### src/design/rwsp_pkg.sv
// shared types and constants for the riff/wave stream parser
// no dependencies
package rwsp_pkg;

    localparam int LengthWidthDefault = 32;
    localparam int QueueDepth = 4;

    localparam logic [3:0] ST_OK        = 4'd0;
    localparam logic [3:0] ST_BAD_RIFF  = 4'd1;
    localparam logic [3:0] ST_SIZE      = 4'd2;
    localparam logic [3:0] ST_BAD_WAVE  = 4'd3;
    localparam logic [3:0] ST_UNKNOWN   = 4'd4;
    localparam logic [3:0] ST_CAPACITY  = 4'd5;
    localparam logic [3:0] ST_TOO_BIG   = 4'd6;
    localparam logic [3:0] ST_FORMAT    = 4'd7;
    localparam logic [3:0] ST_24BIT     = 4'd8;

    localparam logic [1:0] CFG_STREAM_LENGTH = 2'd0;
    localparam logic [1:0] CFG_CAPACITY      = 2'd1;
    localparam logic [1:0] CFG_STRICT        = 2'd2;

    localparam logic [31:0] TAG_RIFF = 32'h52494646;
    localparam logic [31:0] TAG_WAVE = 32'h57415645;
    localparam logic [31:0] TAG_FMT  = 32'h666d7420;
    localparam logic [31:0] TAG_DATA = 32'h64617461;

    typedef logic [31:0] skip_tags_t [20];
    localparam skip_tags_t SKIP_TAGS = '{
        32'h4a554e4b, 32'h62657874, 32'h4c475756, 32'h52657355, 32'h49443320,
        32'h69643320, 32'h534d4544, 32'h69584d4c, 32'h4c495354, 32'h5f504d58,
        32'h464c4c52, 32'h736d706c, 32'h73706c70, 32'h73707267, 32'h7370636c,
        32'h73706363, 32'h7372746e, 32'h73706361, 32'h61636964, 32'h696e7374
    };

    // classification handed from front to back
    // a byte may carry a sample, a final status, or both (sample first)
    typedef struct packed {
        logic        is_sample;
        logic        is_final;
        logic [15:0] sample;
        logic [3:0]  code;
    } rwsp_op_t;

    typedef enum logic [6:0] {
        PH_HEAD = 7'b0000001,
        PH_CHDR = 7'b0000010,
        PH_SKIP = 7'b0000100,
        PH_FMT  = 7'b0001000,
        PH_DATA = 7'b0010000,
        PH_PAD  = 7'b0100000,
        PH_DONE = 7'b1000000
    } phase_t;

    function automatic logic is_skip_tag(input logic [31:0] tag);
        logic hit;
        hit = 1'b0;
        for (int i = 0; i < 20; i++) begin
            if (tag == SKIP_TAGS[i]) hit = 1'b1;
        end
        return hit;
    endfunction

endpackage

### src/design/riff_wav_stream_parser.sv
// top level of the riff/wave stream parser
// depends on rwsp_pkg, rwsp_front, rwsp_back
//
// Usage: bytes of a RIFF/WAVE file enter on s_axis_* one per transfer. Results
// leave on m_axis_*: tuser 0 is a 16-bit sample, tuser 1 the final status with
// the sample total. After the final status input is taken and dropped until
// reset. Registers are written on cfg_* (0 stream length, 1 capacity, 2 strict).
// Throughput: one byte per cycle while the queue has room; the front part does
// the whole per-byte step combinationally. Each result is written into the
// four-entry queue between front and back and offered from there. The byte that
// closes the last data chunk gives a sample and the final status, which leave
// as two transfers from one queue entry, sample first. When the receiver
// stalls the queue fills and s_axis_tready falls once it is full. Synchronous
// active-low reset returns the parser to the file header, empties the queue
// and restores the registers (stream length 0, capacity 0, strict mode on).
module riff_wav_stream_parser #(
    parameter int LENGTH_WIDTH = rwsp_pkg::LengthWidthDefault
) (
    input  logic        aclk,
    input  logic        aresetn,
    input  logic        s_axis_tvalid,
    output logic        s_axis_tready,
    input  logic [7:0]  s_axis_tdata,   // file_byte
    output logic        m_axis_tvalid,
    input  logic        m_axis_tready,
    output logic [55:0] m_axis_tdata,   // sample_value, status_code, sample_total
    output logic [7:0]  m_axis_tuser,   // item_kind
    input  logic        cfg_valid,
    output logic        cfg_ready,
    input  logic [1:0]  cfg_index,
    input  logic [31:0] cfg_data
);
    import rwsp_pkg::*;

    logic [31:0] stream_length_reg;
    logic [30:0] capacity_reg;
    logic        strict_reg;
    logic        op_valid, op_ready;
    rwsp_op_t    op;

    assign cfg_ready = 1'b1;

    // configuration registers
    always_ff @(posedge aclk) begin
        if (!aresetn) begin
            stream_length_reg <= '0; capacity_reg <= '0; strict_reg <= 1'b1;
        end else if (cfg_valid) begin
            case (cfg_index)
                CFG_STREAM_LENGTH: stream_length_reg <= cfg_data;
                CFG_CAPACITY:      capacity_reg <= cfg_data[30:0];
                CFG_STRICT:        strict_reg <= cfg_data[0];
                default: ;
            endcase
        end
    end

    rwsp_front #(.LENGTH_WIDTH(LENGTH_WIDTH)) u_front (
        .aclk(aclk), .aresetn(aresetn),
        .in_valid(s_axis_tvalid), .in_ready(s_axis_tready), .in_byte(s_axis_tdata),
        .stream_length(stream_length_reg), .capacity_samples(capacity_reg),
        .strict_format(strict_reg),
        .op_valid(op_valid), .op_ready(op_ready), .op(op)
    );

    rwsp_back u_back (
        .aclk(aclk), .aresetn(aresetn),
        .op_valid(op_valid), .op_ready(op_ready), .op(op),
        .out_valid(m_axis_tvalid), .out_ready(m_axis_tready),
        .out_kind_byte(m_axis_tuser), .out_data(m_axis_tdata)
    );

    // a sample carries no status and no total
    a_sample_clean: assert property (@(posedge aclk) disable iff (!aresetn)
        (m_axis_tvalid && m_axis_tuser[0] == 1'b0) |-> m_axis_tdata[50:16] == '0)
        else $error("sample result carries status bits");
    // a result is only produced from an accepted byte
    a_push_needs_byte: assert property (@(posedge aclk) disable iff (!aresetn)
        op_valid |-> (s_axis_tvalid && s_axis_tready))
        else $error("result without input transfer");
    // status codes stay in range
    a_code_range: assert property (@(posedge aclk) disable iff (!aresetn)
        (m_axis_tvalid && m_axis_tuser[0]) |-> m_axis_tdata[19:16] <= ST_24BIT)
        else $error("status code out of range");
endmodule

### src/design/rwsp_front.sv
// front part: walks the byte stream, tracks chunks, classifies each byte
// depends on rwsp_pkg
module rwsp_front #(
    parameter int LENGTH_WIDTH = rwsp_pkg::LengthWidthDefault
) (
    input  logic              aclk,
    input  logic              aresetn,
    input  logic              in_valid,
    output logic              in_ready,
    input  logic [7:0]        in_byte,
    input  logic [31:0]       stream_length,
    input  logic [30:0]       capacity_samples,
    input  logic              strict_format,
    output logic              op_valid,
    input  logic              op_ready,
    output rwsp_pkg::rwsp_op_t op
);
    import rwsp_pkg::*;

    phase_t      phase_reg, phase_next;
    logic [31:0] offset_reg, offset_next;
    logic [31:0] riff_reg, riff_next;
    logic [31:0] tag_reg, tag_next;
    logic [31:0] clen_reg, clen_next;
    logic [31:0] left_reg, left_next;
    logic [63:0] f0_reg, f0_next, f1_reg, f1_next;
    logic [7:0]  low_reg, low_next;
    logic [30:0] count_reg, count_next;
    logic [31:0] lmask;
    logic        fire;
    logic [31:0] pos;
    logic [32:0] room2;
    logic [15:0] bits;

    assign lmask = 32'(({33'd0, 32'hffffffff}) >> (32 - LENGTH_WIDTH));
    assign in_ready = op_ready;
    assign fire = in_valid && in_ready;
    assign pos = clen_reg - left_reg;
    assign room2 = (capacity_samples > count_reg) ?
                   {1'b0, 32'(capacity_samples - count_reg) << 1} : 33'd0;
    assign bits = f1_reg[63:48];

    // per-byte parse step
    always_comb begin
        logic [31:0] off1, ln;
        logic        fin, bnd, endb, endfmt, startb, startfmt;
        logic [3:0]  code;
        phase_t      sph;
        off1 = offset_reg + ((offset_reg != 32'hffffffff) ? 32'd1 : 32'd0);
        phase_next = phase_reg; offset_next = offset_reg; riff_next = riff_reg;
        tag_next = tag_reg; clen_next = clen_reg; left_next = left_reg;
        f0_next = f0_reg; f1_next = f1_reg; low_next = low_reg;
        count_next = count_reg;
        op_valid = 1'b0;
        op = '0;
        fin = 1'b0; code = ST_OK; bnd = 1'b0; endb = 1'b0; endfmt = 1'b0;
        startb = 1'b0; startfmt = 1'b0; sph = PH_SKIP; ln = clen_reg;
        if (fire && phase_reg != PH_DONE) begin
            offset_next = off1;
            case (phase_reg)
                PH_HEAD: begin
                    tag_next = {tag_reg[23:0], in_byte};
                    if (offset_reg >= 32'd4 && offset_reg <= 32'd7)
                        riff_next = riff_reg | (32'(in_byte) << (8 * offset_reg[1:0]));
                    if (offset_reg == 32'd3 && tag_next != TAG_RIFF) begin
                        fin = 1'b1; code = ST_BAD_RIFF;
                    end else if (offset_reg == 32'd7) begin
                        riff_next = riff_next & lmask;
                        if ({1'b0, riff_next} + 33'd8 != {1'b0, stream_length}) begin
                            fin = 1'b1; code = ST_SIZE;
                        end
                    end else if (offset_reg == 32'd11) begin
                        if (tag_next != TAG_WAVE) begin
                            fin = 1'b1; code = ST_BAD_WAVE;
                        end else bnd = 1'b1;
                    end
                end
                PH_CHDR: begin
                    if (left_reg < 32'd4) tag_next = {tag_reg[23:0], in_byte};
                    else clen_next = clen_reg |
                        (32'(in_byte) << (8 * left_reg[1:0]));
                    left_next = left_reg + 32'd1;
                    if (left_next >= 32'd8) begin
                        ln = clen_next & lmask;
                        clen_next = ln;
                        if (is_skip_tag(tag_reg)) begin
                            startb = 1'b1; sph = PH_SKIP;
                        end else if (tag_reg == TAG_FMT) begin
                            f0_next = '0; f1_next = '0;
                            startb = 1'b1; sph = PH_FMT;
                        end else if (tag_reg == TAG_DATA) begin
                            if ({1'b0, ln} > room2) begin
                                fin = 1'b1; code = ST_CAPACITY;
                            end else if (ln > riff_reg) begin
                                fin = 1'b1; code = ST_TOO_BIG;
                            end else if (bits == 16'd24) begin
                                fin = 1'b1; code = ST_24BIT;
                            end else begin
                                startb = 1'b1;
                                sph = (bits == 16'd16) ? PH_DATA : PH_SKIP;
                            end
                        end else begin
                            fin = 1'b1; code = ST_UNKNOWN;
                        end
                    end
                end
                PH_SKIP: begin
                    left_next = left_reg - 32'd1;
                    endb = (left_next == 32'd0);
                end
                PH_FMT: begin
                    if (pos < 32'd16) begin
                        if (pos[3]) f1_next = f1_reg | (64'(in_byte) << (8 * pos[2:0]));
                        else        f0_next = f0_reg | (64'(in_byte) << (8 * pos[2:0]));
                    end
                    left_next = left_reg - 32'd1;
                    endb = (left_next == 32'd0);
                    endfmt = endb;
                end
                PH_DATA: begin
                    if (!pos[0]) low_next = in_byte;
                    else begin
                        op_valid = 1'b1;
                        op.is_sample = 1'b1;
                        op.sample = {in_byte, low_reg};
                        if (count_reg != 31'h7fffffff) count_next = count_reg + 31'd1;
                    end
                    left_next = left_reg - 32'd1;
                    endb = (left_next == 32'd0);
                end
                PH_PAD: bnd = 1'b1;
                default: phase_next = PH_DONE;
            endcase
            // chunk body start, possibly empty
            if (startb) begin
                left_next = ln;
                if (ln == 32'd0) begin
                    endb = 1'b1; endfmt = (sph == PH_FMT);
                end else phase_next = sph;
            end
            if (endb) begin
                if (endfmt && strict_format && (f0_next[15:0] != 16'd1 ||
                    f0_next[31:16] != 16'd2 || f0_next[63:32] != 32'd44100 ||
                    f1_next[31:0] != 32'd176400 || f1_next[47:32] != 16'd4 ||
                    f1_next[63:48] != 16'd16)) begin
                    fin = 1'b1; code = ST_FORMAT;
                end else if (clen_next[0]) phase_next = PH_PAD;
                else bnd = 1'b1;
            end
            if (bnd) begin
                if ({1'b0, riff_next} > {1'b0, off1} + 33'd10) begin
                    phase_next = PH_CHDR; left_next = '0; clen_next = '0;
                end else begin
                    fin = 1'b1; code = ST_OK;
                end
            end
            // final status, kept beside a sample from the same byte
            if (fin) begin
                phase_next = PH_DONE;
                op_valid = 1'b1;
                op.is_final = 1'b1;
                op.code = code;
            end
        end
    end

    // state registers
    always_ff @(posedge aclk) begin
        if (!aresetn) begin
            phase_reg <= PH_HEAD; offset_reg <= '0; riff_reg <= '0; tag_reg <= '0;
            clen_reg <= '0; left_reg <= '0; f0_reg <= '0; f1_reg <= '0;
            low_reg <= '0; count_reg <= '0;
        end else begin
            phase_reg <= phase_next; offset_reg <= offset_next; riff_reg <= riff_next;
            tag_reg <= tag_next; clen_reg <= clen_next; left_reg <= left_next;
            f0_reg <= f0_next; f1_reg <= f1_next; low_reg <= low_next;
            count_reg <= count_next;
        end
    end
endmodule

### src/design/rwsp_back.sv
// back part: short queue of classified items and output formatting
// depends on rwsp_pkg
module rwsp_back (
    input  logic               aclk,
    input  logic               aresetn,
    input  logic               op_valid,
    output logic               op_ready,
    input  rwsp_pkg::rwsp_op_t op,
    output logic               out_valid,
    input  logic               out_ready,
    output logic [7:0]         out_kind_byte,
    output logic [55:0]        out_data
);
    import rwsp_pkg::*;

    localparam int AW = $clog2(QueueDepth);

    rwsp_op_t      mem_reg [QueueDepth];
    logic [AW-1:0] wp_reg, wp_next, rp_reg, rp_next;
    logic [AW:0]   cnt_reg, cnt_next;
    logic [30:0]   total_reg, total_next;
    logic          split_reg, split_next;
    logic          push, pop, out_fire, out_is_sample, last_part;
    rwsp_op_t      head;

    assign op_ready = (cnt_reg < (AW+1)'(QueueDepth));
    assign push = op_valid && op_ready;
    assign out_valid = (cnt_reg != '0);
    assign head = mem_reg[rp_reg];
    // an entry with both a sample and a status leaves in two transfers
    assign out_is_sample = head.is_sample && !split_reg;
    assign last_part = !(head.is_sample && head.is_final) || split_reg;
    assign out_fire = out_valid && out_ready;
    assign pop = out_fire && last_part;

    // queue pointers and running sample total
    always_comb begin
        wp_next = push ? wp_reg + 1'b1 : wp_reg;
        rp_next = pop ? rp_reg + 1'b1 : rp_reg;
        cnt_next = cnt_reg + (AW+1)'(push) - (AW+1)'(pop);
        split_next = out_fire ? !last_part : split_reg;
        total_next = total_reg;
        if (out_fire && out_is_sample && total_reg != 31'h7fffffff)
            total_next = total_reg + 31'd1;
    end

    always_ff @(posedge aclk) begin
        if (!aresetn) begin
            wp_reg <= '0; rp_reg <= '0; cnt_reg <= '0; total_reg <= '0;
            split_reg <= 1'b0;
        end else begin
            wp_reg <= wp_next; rp_reg <= rp_next; cnt_reg <= cnt_next;
            total_reg <= total_next; split_reg <= split_next;
        end
    end

    // queue storage
    always_ff @(posedge aclk) begin
        if (push) mem_reg[wp_reg] <= op;
    end

    // output fields
    assign out_kind_byte = {7'd0, ~out_is_sample};
    assign out_data = out_is_sample ? {5'd0, 31'd0, 4'd0, head.sample}
                                    : {5'd0, total_reg, head.code, 16'd0};
endmodule
### config.mk
export PLATFORM = sky130hd
export DESIGN_NAME = riff_wav_stream_parser
export DESIGN_NICKNAME = d
export VERILOG_FILES = /design/src/design/rwsp_pkg.sv /design/src/design/riff_wav_stream_parser.sv /design/src/design/rwsp_front.sv /design/src/design/rwsp_back.sv
export SDC_FILE = /design/constraint.sdc
export NUM_CORES = 2
export LEC_CHECK = 0
export BUFFER_PORTS_ARGS = -buffer_cell sky130_fd_sc_hd__buf_2
export CORE_ASPECT_RATIO = 1.2
export CORE_UTILIZATION = 50
export DETAILED_ROUTE_END_ITERATION = 10
export PLACE_DENSITY = 0.69
export SLEW_MARGIN = 20
export SYNTH_ARGS = -nofsm -noshare
export SYNTH_HDL_FRONTEND = slang
export SYNTH_HIERARCHICAL = 1
export SYNTH_SLANG_ARGS = --single-unit
### constraint.sdc
create_clock -name aclk -period 8.6 [get_ports aclk]
set_input_delay 0.86 -clock aclk [delete_from_list [all_inputs] [get_ports aclk]]
set_output_delay 0.86 -clock aclk [all_outputs]
set_load 0.1 [all_outputs]
# ---- Yosys cells after proc, flatten, opt, wreduce, memory -nomap -nowiden
# Memory sizes are Yosys's and may differ from the RTL's. A register that Yosys moved wholly into a read port is not among the register bits.
# Cells that the tools add are included.
dict set report op_classes {
  mux 154
  eq_ne 50
  magnitude_cmp 10
  n_reduce_logical 35
  shifts 3
  addsub 13
  n_bitwise 6
}
# cell n
set op_table {}
lappend op_table {{64-bit 2-to-1 mux} 12}
lappend op_table {{32-bit by 31-bit == test with 1-bit output (second input constant)} 22}
lappend op_table {{32-bit 2-to-1 mux} 20}
lappend op_table {{64-bit case mux with 2 select lines} 2}
lappend op_table {{64-bit bitwise OR} 2}
lappend op_table {{32-bit case mux with 2 select lines} 2}
lappend op_table {{7-bit 2-to-1 mux} 18}
lappend op_table {{1-bit 2-to-1 mux} 73}
lappend op_table {{32-bit by 4-bit adder with 33-bit output (second input constant)} 2}
lappend op_table {{32-bit by 33-bit > comparator with 1-bit output} 2}
lappend op_table {{32-bit zero test} 2}
lappend op_table {{32-bit by 31-bit inequality test with 1-bit output (second input constant)} 2}
lappend op_table {{32-bit bitwise OR} 2}
lappend op_table {{8-bit by 5-bit left shift with 32-bit output} 2}
lappend op_table {{8-bit by 6-bit left shift with 64-bit output} 1}
lappend op_table {{31-bit by 1-bit adder with 31-bit output (second input constant)} 2}
lappend op_table {{31-bit inequality test (second input constant)} 2}
lappend op_table {{4-bit 2-to-1 mux} 15}
lappend op_table {{51-bit 2-to-1 mux} 1}
lappend op_table {{33-bit by 32-bit inequality test with 1-bit output} 1}
lappend op_table {{32-bit by 1-bit adder with 32-bit output (second input constant)} 1}
lappend op_table {{32-bit adder} 1}
lappend op_table {{16-bit by 5-bit == test with 1-bit output (second input constant)} 2}
lappend op_table {{32-bit by 2-bit == test with 1-bit output (second input constant)} 1}
lappend op_table {{51 further kinds} 81}
dict set report word_totals {
  regBits 437
  mem_count 1
  wordCells 290
  out_inout_bits 67
  mem_bits_rw 88
  input_bits 47
}
# memory depth word_bits read_ports rd_clocked_by_memory_dff wr line_no
set memory_table {}
lappend memory_table {u_back.mem_reg 4 22 1 1 1 rwsp_back.sv:18} ;# rwsp_op_t mem_reg [QueueDepth];

# ---- Logic depth before layout (Yosys ltp)
dict set report depth {
  depth_word 45
  depth_mapped 44
  depth_no_buf 43
}

# ---- Cells and area by module
# The synthesis kept the hierarchy.
# module seq_area_each_um2 area_per_inst_um2 cells_per_inst n_inst
set modules_own_cells {}
lappend modules_own_cells {rwsp_front 6686.4 28489.8 3940 1}
lappend modules_own_cells {rwsp_back 3463.3 5806.8 436 1}
lappend modules_own_cells {riff_wav_stream_parser 1281.2 2471.1 248 1}

# ---- Worst setup path after synthesis
# OpenSTA, ideal clock, no wires.
dict set report synth_path {
  kind {register -> register}
  from {reg u_front.count_reg[1]}
  to {reg u_back.cnt_reg[2]}
  period_less_slack_ns 8.011
  required_time_ns 8.472
  n_path_buf 3
  setup_ns 0.128
  arrival_time_ns 7.883
  path_stages_with_launch 44
  path_slack_ns 0.589
  path_cell_list {dfxtp_1 inv_1 ha_1 nor2b_1 o21ai_0 a21boi_0 o21ai_0 a21boi_0 o21bai_1 a31oi_1 o211ai_1 a31oi_1 a31oi_1 o211ai_1 a21oi_1 a41oi_1 clkbuf_1 buf_1 [8 not listed] nor4_1 o21ai_1 o21ai_1 a21oi_1 nor2_1 nor3_1 o21bai_1 nor2b_1 clkbuf_1 inv_1 ha_1 inv_1 ha_1 inv_1 fa_1 xnor2_1 xnor2_1 nor2_1}
}
dict set report synth_between {
  elab_chain_cells 26
  elab_cells_between_ends 45
  cone_classes {3 x add/sub; 2 x order compare; 1 x eq/ne; 36 x mux; 3 x reduce/logical}
}
# element line_no
set synth_lines {}
lappend synth_lines {{start, declared} rwsp_front.sv:28} ;# logic [30:0] count_reg, count_next;
lappend synth_lines {{start signal, assigned} rwsp_front.sv:177} ;# count_reg <= count_next;
lappend synth_lines {{31-bit subtractor or 31-bit > comparator (tied branches)} {rwsp_front.sv:40, rwsp_front.sv:39}}
lappend synth_lines {{32-bit 2-to-1 mux (*)} rwsp_front.sv:39} ;# assign room2 = (capacity_samples > count_reg) ?
lappend synth_lines {{32-bit by 33-bit > comparator with 1-bit output (*)} rwsp_front.sv:92} ;# if ({1'b0, ln} > room2) begin
lappend synth_lines {{7-bit 2-to-1 mux} rwsp_front.sv:92}
lappend synth_lines {{7-bit 2-to-1 mux} rwsp_front.sv:91} ;# end else if (tag_reg == TAG_DATA) begin
lappend synth_lines {{7-bit 2-to-1 mux} rwsp_front.sv:88} ;# end else if (tag_reg == TAG_FMT) begin
lappend synth_lines {{7-bit 2-to-1 mux} rwsp_front.sv:86} ;# if (is_skip_tag(tag_reg)) begin
lappend synth_lines {{7-bit 2-to-1 mux} rwsp_front.sv:83} ;# if (left_next >= 32'd8) begin
lappend synth_lines {{[11 not listed]} --}
lappend synth_lines {{1-bit 2-to-1 mux (*)} rwsp_front.sv:150} ;# if (bnd) begin
lappend synth_lines {{1-bit 2-to-1 mux (*)} rwsp_front.sv:58} ;# if (fire && phase_reg != PH_DONE) begin
lappend synth_lines {{1-bit 2-to-1 mux (*)} rwsp_front.sv:158} ;# if (fin) begin
lappend synth_lines {{1-bit 2-to-1 mux (*)} rwsp_front.sv:58}
lappend synth_lines {{named net op_valid} riff_wav_stream_parser.sv:38} ;# logic op_valid, op_ready;
lappend synth_lines {{1-bit logical AND (*)} rwsp_back.sv:27} ;# assign push = op_valid && op_ready;
lappend synth_lines {{3-bit by 1-bit adder with 3-bit output (*)} rwsp_back.sv:40} ;# cnt_next = cnt_reg + (AW+1)'(push) - (AW+1)'(pop);
lappend synth_lines {{3-bit by 1-bit subtractor with 3-bit output (*)} rwsp_back.sv:40}
lappend synth_lines {{end signal, assigned} rwsp_back.sv:52} ;# wp_reg <= wp_next; rp_reg <= rp_next; cnt_reg <= cnt_next;
lappend synth_lines {{end, declared} rwsp_back.sv:20} ;# logic [AW:0] cnt_reg, cnt_next;
# The timed path passes the listed nets; every way through them passes the cells marked *. The select of a mux whose other input is x is not followed.
# A chain may end at the register's enable or synchronous reset.

# ---- Final worst setup path
dict set report layout_path {
  from {reg u_front.offset_reg[20]}
  to {reg u_back.cnt_reg[2]}
}
dict set report layout_between {
  elab_chain_cells 21
  elab_cells_between_ends 42
  cone_classes {5 x add/sub; 3 x order compare; 5 x eq/ne; 26 x mux; 3 x reduce/logical}
}
# element line_no
set layout_lines {}
lappend layout_lines {{start, declared} rwsp_front.sv:21} ;# logic [31:0] offset_reg, offset_next;
lappend layout_lines {{start signal, assigned} rwsp_front.sv:174} ;# phase_reg <= phase_next; offset_reg <= offset_next; riff_reg <= riff_next;
lappend layout_lines {{32-bit by 3-bit >= comparator with 1-bit output or 32-bit by 3-bit less-or-equal comparator with 1-bit output (tied branches)} rwsp_front.sv:63} ;# if (offset_reg >= 32'd4 && offset_reg <= 32'd7)
lappend layout_lines {{1-bit logical AND} rwsp_front.sv:63}
lappend layout_lines {{32-bit 2-to-1 mux} rwsp_front.sv:63}
lappend layout_lines {{32-bit 2-to-1 mux} rwsp_front.sv:60} ;# case (phase_reg)
lappend layout_lines {{32-bit 2-to-1 mux} rwsp_front.sv:58}
lappend layout_lines {{32-bit by 4-bit adder with 33-bit output} rwsp_front.sv:69} ;# if ({1'b0, riff_next} + 33'd8 != {1'b0, stream_length}) begin
lappend layout_lines {{33-bit by 32-bit inequality test with 1-bit output} rwsp_front.sv:69}
lappend layout_lines {{1-bit 2-to-1 mux} rwsp_front.sv:69}
lappend layout_lines {{[6 not listed]} --}
lappend layout_lines {{1-bit 2-to-1 mux (*)} rwsp_front.sv:150}
lappend layout_lines {{1-bit 2-to-1 mux (*)} rwsp_front.sv:58}
lappend layout_lines {{1-bit 2-to-1 mux (*)} rwsp_front.sv:158}
lappend layout_lines {{1-bit 2-to-1 mux (*)} rwsp_front.sv:58}
lappend layout_lines {{named net op_valid} riff_wav_stream_parser.sv:38}
lappend layout_lines {{1-bit logical AND (*)} rwsp_back.sv:27}
lappend layout_lines {{3-bit by 1-bit adder with 3-bit output (*)} rwsp_back.sv:40}
lappend layout_lines {{3-bit by 1-bit subtractor with 3-bit output (*)} rwsp_back.sv:40}
# Marked as above.

==> impl_metrics.csv <==
group,metric,value,unit
yosys,ys_warn_count,6,
power,power_density,153.3,nW/um2
yosys,ys_seq_elements,527,
yosys,avgSynthCellArea,7.952,um2
grt,grt_use_total,32.47,%
grt,grt_first_pass_wirelength,192.5,mm
route,via_per_inst,6.383,
floorplanning,die_y,299.1,um
placement,gp_congestion,1.028,
critical_path,max_stage_delay,0.51,ns
sta,relSlewSlack,22.66,%
finish,fin_nets,4789,
power,p_leak,0.01604,uW
floorplanning,die_w,249.5,um
critical_path,required,9.10,ns
cts,clk_pin_slew,0.07,ns
floorplanning,num_rows,108,
cts,cts_buffers,58,
route,detail_route.first_pass.iterations,7,
sta,finalHoldViolations,0,
cts,cts.sinks,527,
run_status,status,"complete, no violations",
run,maxCapViolations,0,
critical_path,crit_path_start_kind,"flip-flop",
yosys,syn_area,36770,um2
finish,largest_register_ffs,88,
placement,post-dp-hpwl,90.83,mm
route,drtIter0Drc,3513,
sta,min_period,8.053,ns
sta,max_freq,0.1242,GHz
sta,setup_viol,0,
critical_path,cp_max_fo,11,
placement,portBuffers,100,
route,post-route-drc-count,0,
yosys,synth_edf_count,88,
finish,fin_area,39910,um2
worst_hold_path,holdCritPathClass,"reg2reg",
sta,final_max_slew_viol_count,0,
finish,n_antenna_cell,0,
critical_path,crit_type,"reg2reg",
finish,area_growth,8.548,%
grt,overflow,0,
route,dr_total_vias,35425,
critical_path,path_buf_inv,3,
floorplanning,dieArea,74630,um2
critical_path,path_delay_family,"simple AND/OR/NAND/NOR gates",
cts,cts_root_buf,"clkbuf_16",
cts,cts_tree,"yes",
sta,worstMarginPinSlew,1.150,ns
sta,min_period_over_period,93.64,%
sta,finClkSkew,0.02058,ns
cts,hold_buffers,0,
yosys,ys.flop_type,"dfxtp_1",
yosys,synthDistinctLibCells,110,
grt,first_global_vias,33283,
placement,place_area,37800,um2
floorplanning,io-pin-count,114,
finish,layout-drive-gt1-share,8.559,%
yosys,async_flop_share,0,%
critical_path,worstPathArrival,8.56,ns
floorplanning,start_util,50.67,%
cts,clk-insertion-delay-late,0.65,ns
cts,cts_buffer_depth,3,
grt,antenna_found_initial,1,
critical_path,cp_slowest_cell,"a2111oi_1",
route,wl,124.8,mm
sta,fin_ws,0.5465,ns
route,ant_nets,0,
floorplanning,coreArea,72560,um2
placement,dp_slack,0.2202,ns
critical_path,end_kind,"flip-flop",
cts,htree_levels,2,
route,wl_per_cell,22.49,um
power,ir_drop,0.1649,mV
yosys,yosysSeqAreaShare,31.09,%
yosys,syn_inst,4624,
grt,grt_max_degree,226,
## through the flow
stage	TNS [ns]	total power [uW]	hold slack, ns	instances	utilization [%]
2_1_floorplan	0	3304	0.4376	4635	-
3_3_place_gp	0	3506	0.4510	5440	52.08
3_5_place_dp	0	3515	0.4556	5440	52.09
4_1_cts	0	6151	0.4260	5548	54.87
5_1_grt	-0.09354	6328	0.4560	5550	55.00
6_report	0	6118	0.4608	5550	55.00
## power breakdown
group,switching [uW],internal (uW)
combinational,621,273
sequential,51.1,2530
clock,1090,1550
## tightest hold or removal path, delay by kind of cell (launching register included)
family	cells	cell delay [ns]
flip-flops	1	0.31
multiplexers	1	0.05
AND/OR/NAND/NOR	1	0.05
## synth_stat cells, drive strengths merged, types with 61 or more instances
master	instances	area [um2]
a21boi	83	623.1
a21o	91	683.2
a21oi	243	1220
a31oi	61	387.9
and2	243	1520
and3	77	481.7
buf	77	505.5
clkbuf	229	859.6
dfxtp	439	8788
edfxtp	88	2643
ha	172	2152
inv	149	559.3
mux2i	100	1001
nand2	628	2365
nand3	164	820.8
nand4	107	690.7
nor2	254	953.4
nor3	139	716.9
nor4	126	830.8
o21ai	236	1181
xnor2	143	1252
## final cells by class
| type | instances | area, um2 |
|---|---|---|
| clock buffers | 83 | 1685 |
| clock inverters | 25 | 335.3 |
| fillers | 6853 | 32650 |
| inverters | 150 | 563.0 |
| multi-input cells | 3652 | 23610 |
| flip-flops and latches | 527 | 11430 |
| well taps | 935 | 1170 |
| repair buffers | 178 | 1112 |
## timing repair
item / CTS / global route
gates resized for setup: 0 / 21
setup buffers: 0 / 2
setup endpoints to repair: 0 / 91
## layer usage
layer	global-route usage, %	up-vias	routed length [um]
li1	-	16685	-
met1	39.45	16646	48980
met2	55.40	1640	58720
met3	4.585	452	9383
met4	17.80	2	7702
met5	0	-	8
## layout by cell type (no fill, tap or decap), types with 117 or more instances in the layout
| cell type | count |
|---|---|
| ha_1 | 171 |
| and2_1 | 239 |
| xnor2_1 | 143 |
| nor3_1 | 132 |
| nand3_1 | 164 |
| nor2_1 | 251 |
| nor4_1 | 117 |
| o21ai_0 | 224 |
| inv_1 | 146 |
| a21oi_1 | 241 |
| dfxtp_1 | 437 |
| nand2_1 | 626 |
## kinds of logic (layout without fill, tap and decap cells)
logic type      count (synthesis)  in the layout  share of synthesized area [%]
xor+xnor                      203            203                          4.836
mux                           125            125                          4.131
flops                         527            527                          31.09
fa+ha+maj                     175            175                          6.016
other cells                     2             13                        0.02043
buf+inv                       456            436                          5.244
compound gates               1063           1063                          19.11
simple gates                 2073           2073                          29.55
## final timing paths
path | from | slack [ns] | endpoint | cells after the start
worst max-delay path | u_front/offset_reg[20] | 0.55 | u_back/cnt_reg[2] | 40
worst min register to register | capacity_reg[0] | 0.46 | capacity_reg[0] | 2
worst max register to register | u_front/offset_reg[20] | 0.55 | u_back/cnt_reg[2] | 40
worst min-delay path | capacity_reg[0] | 0.46 | capacity_reg[0] | 2
Power figures use the tool's default switching activity.
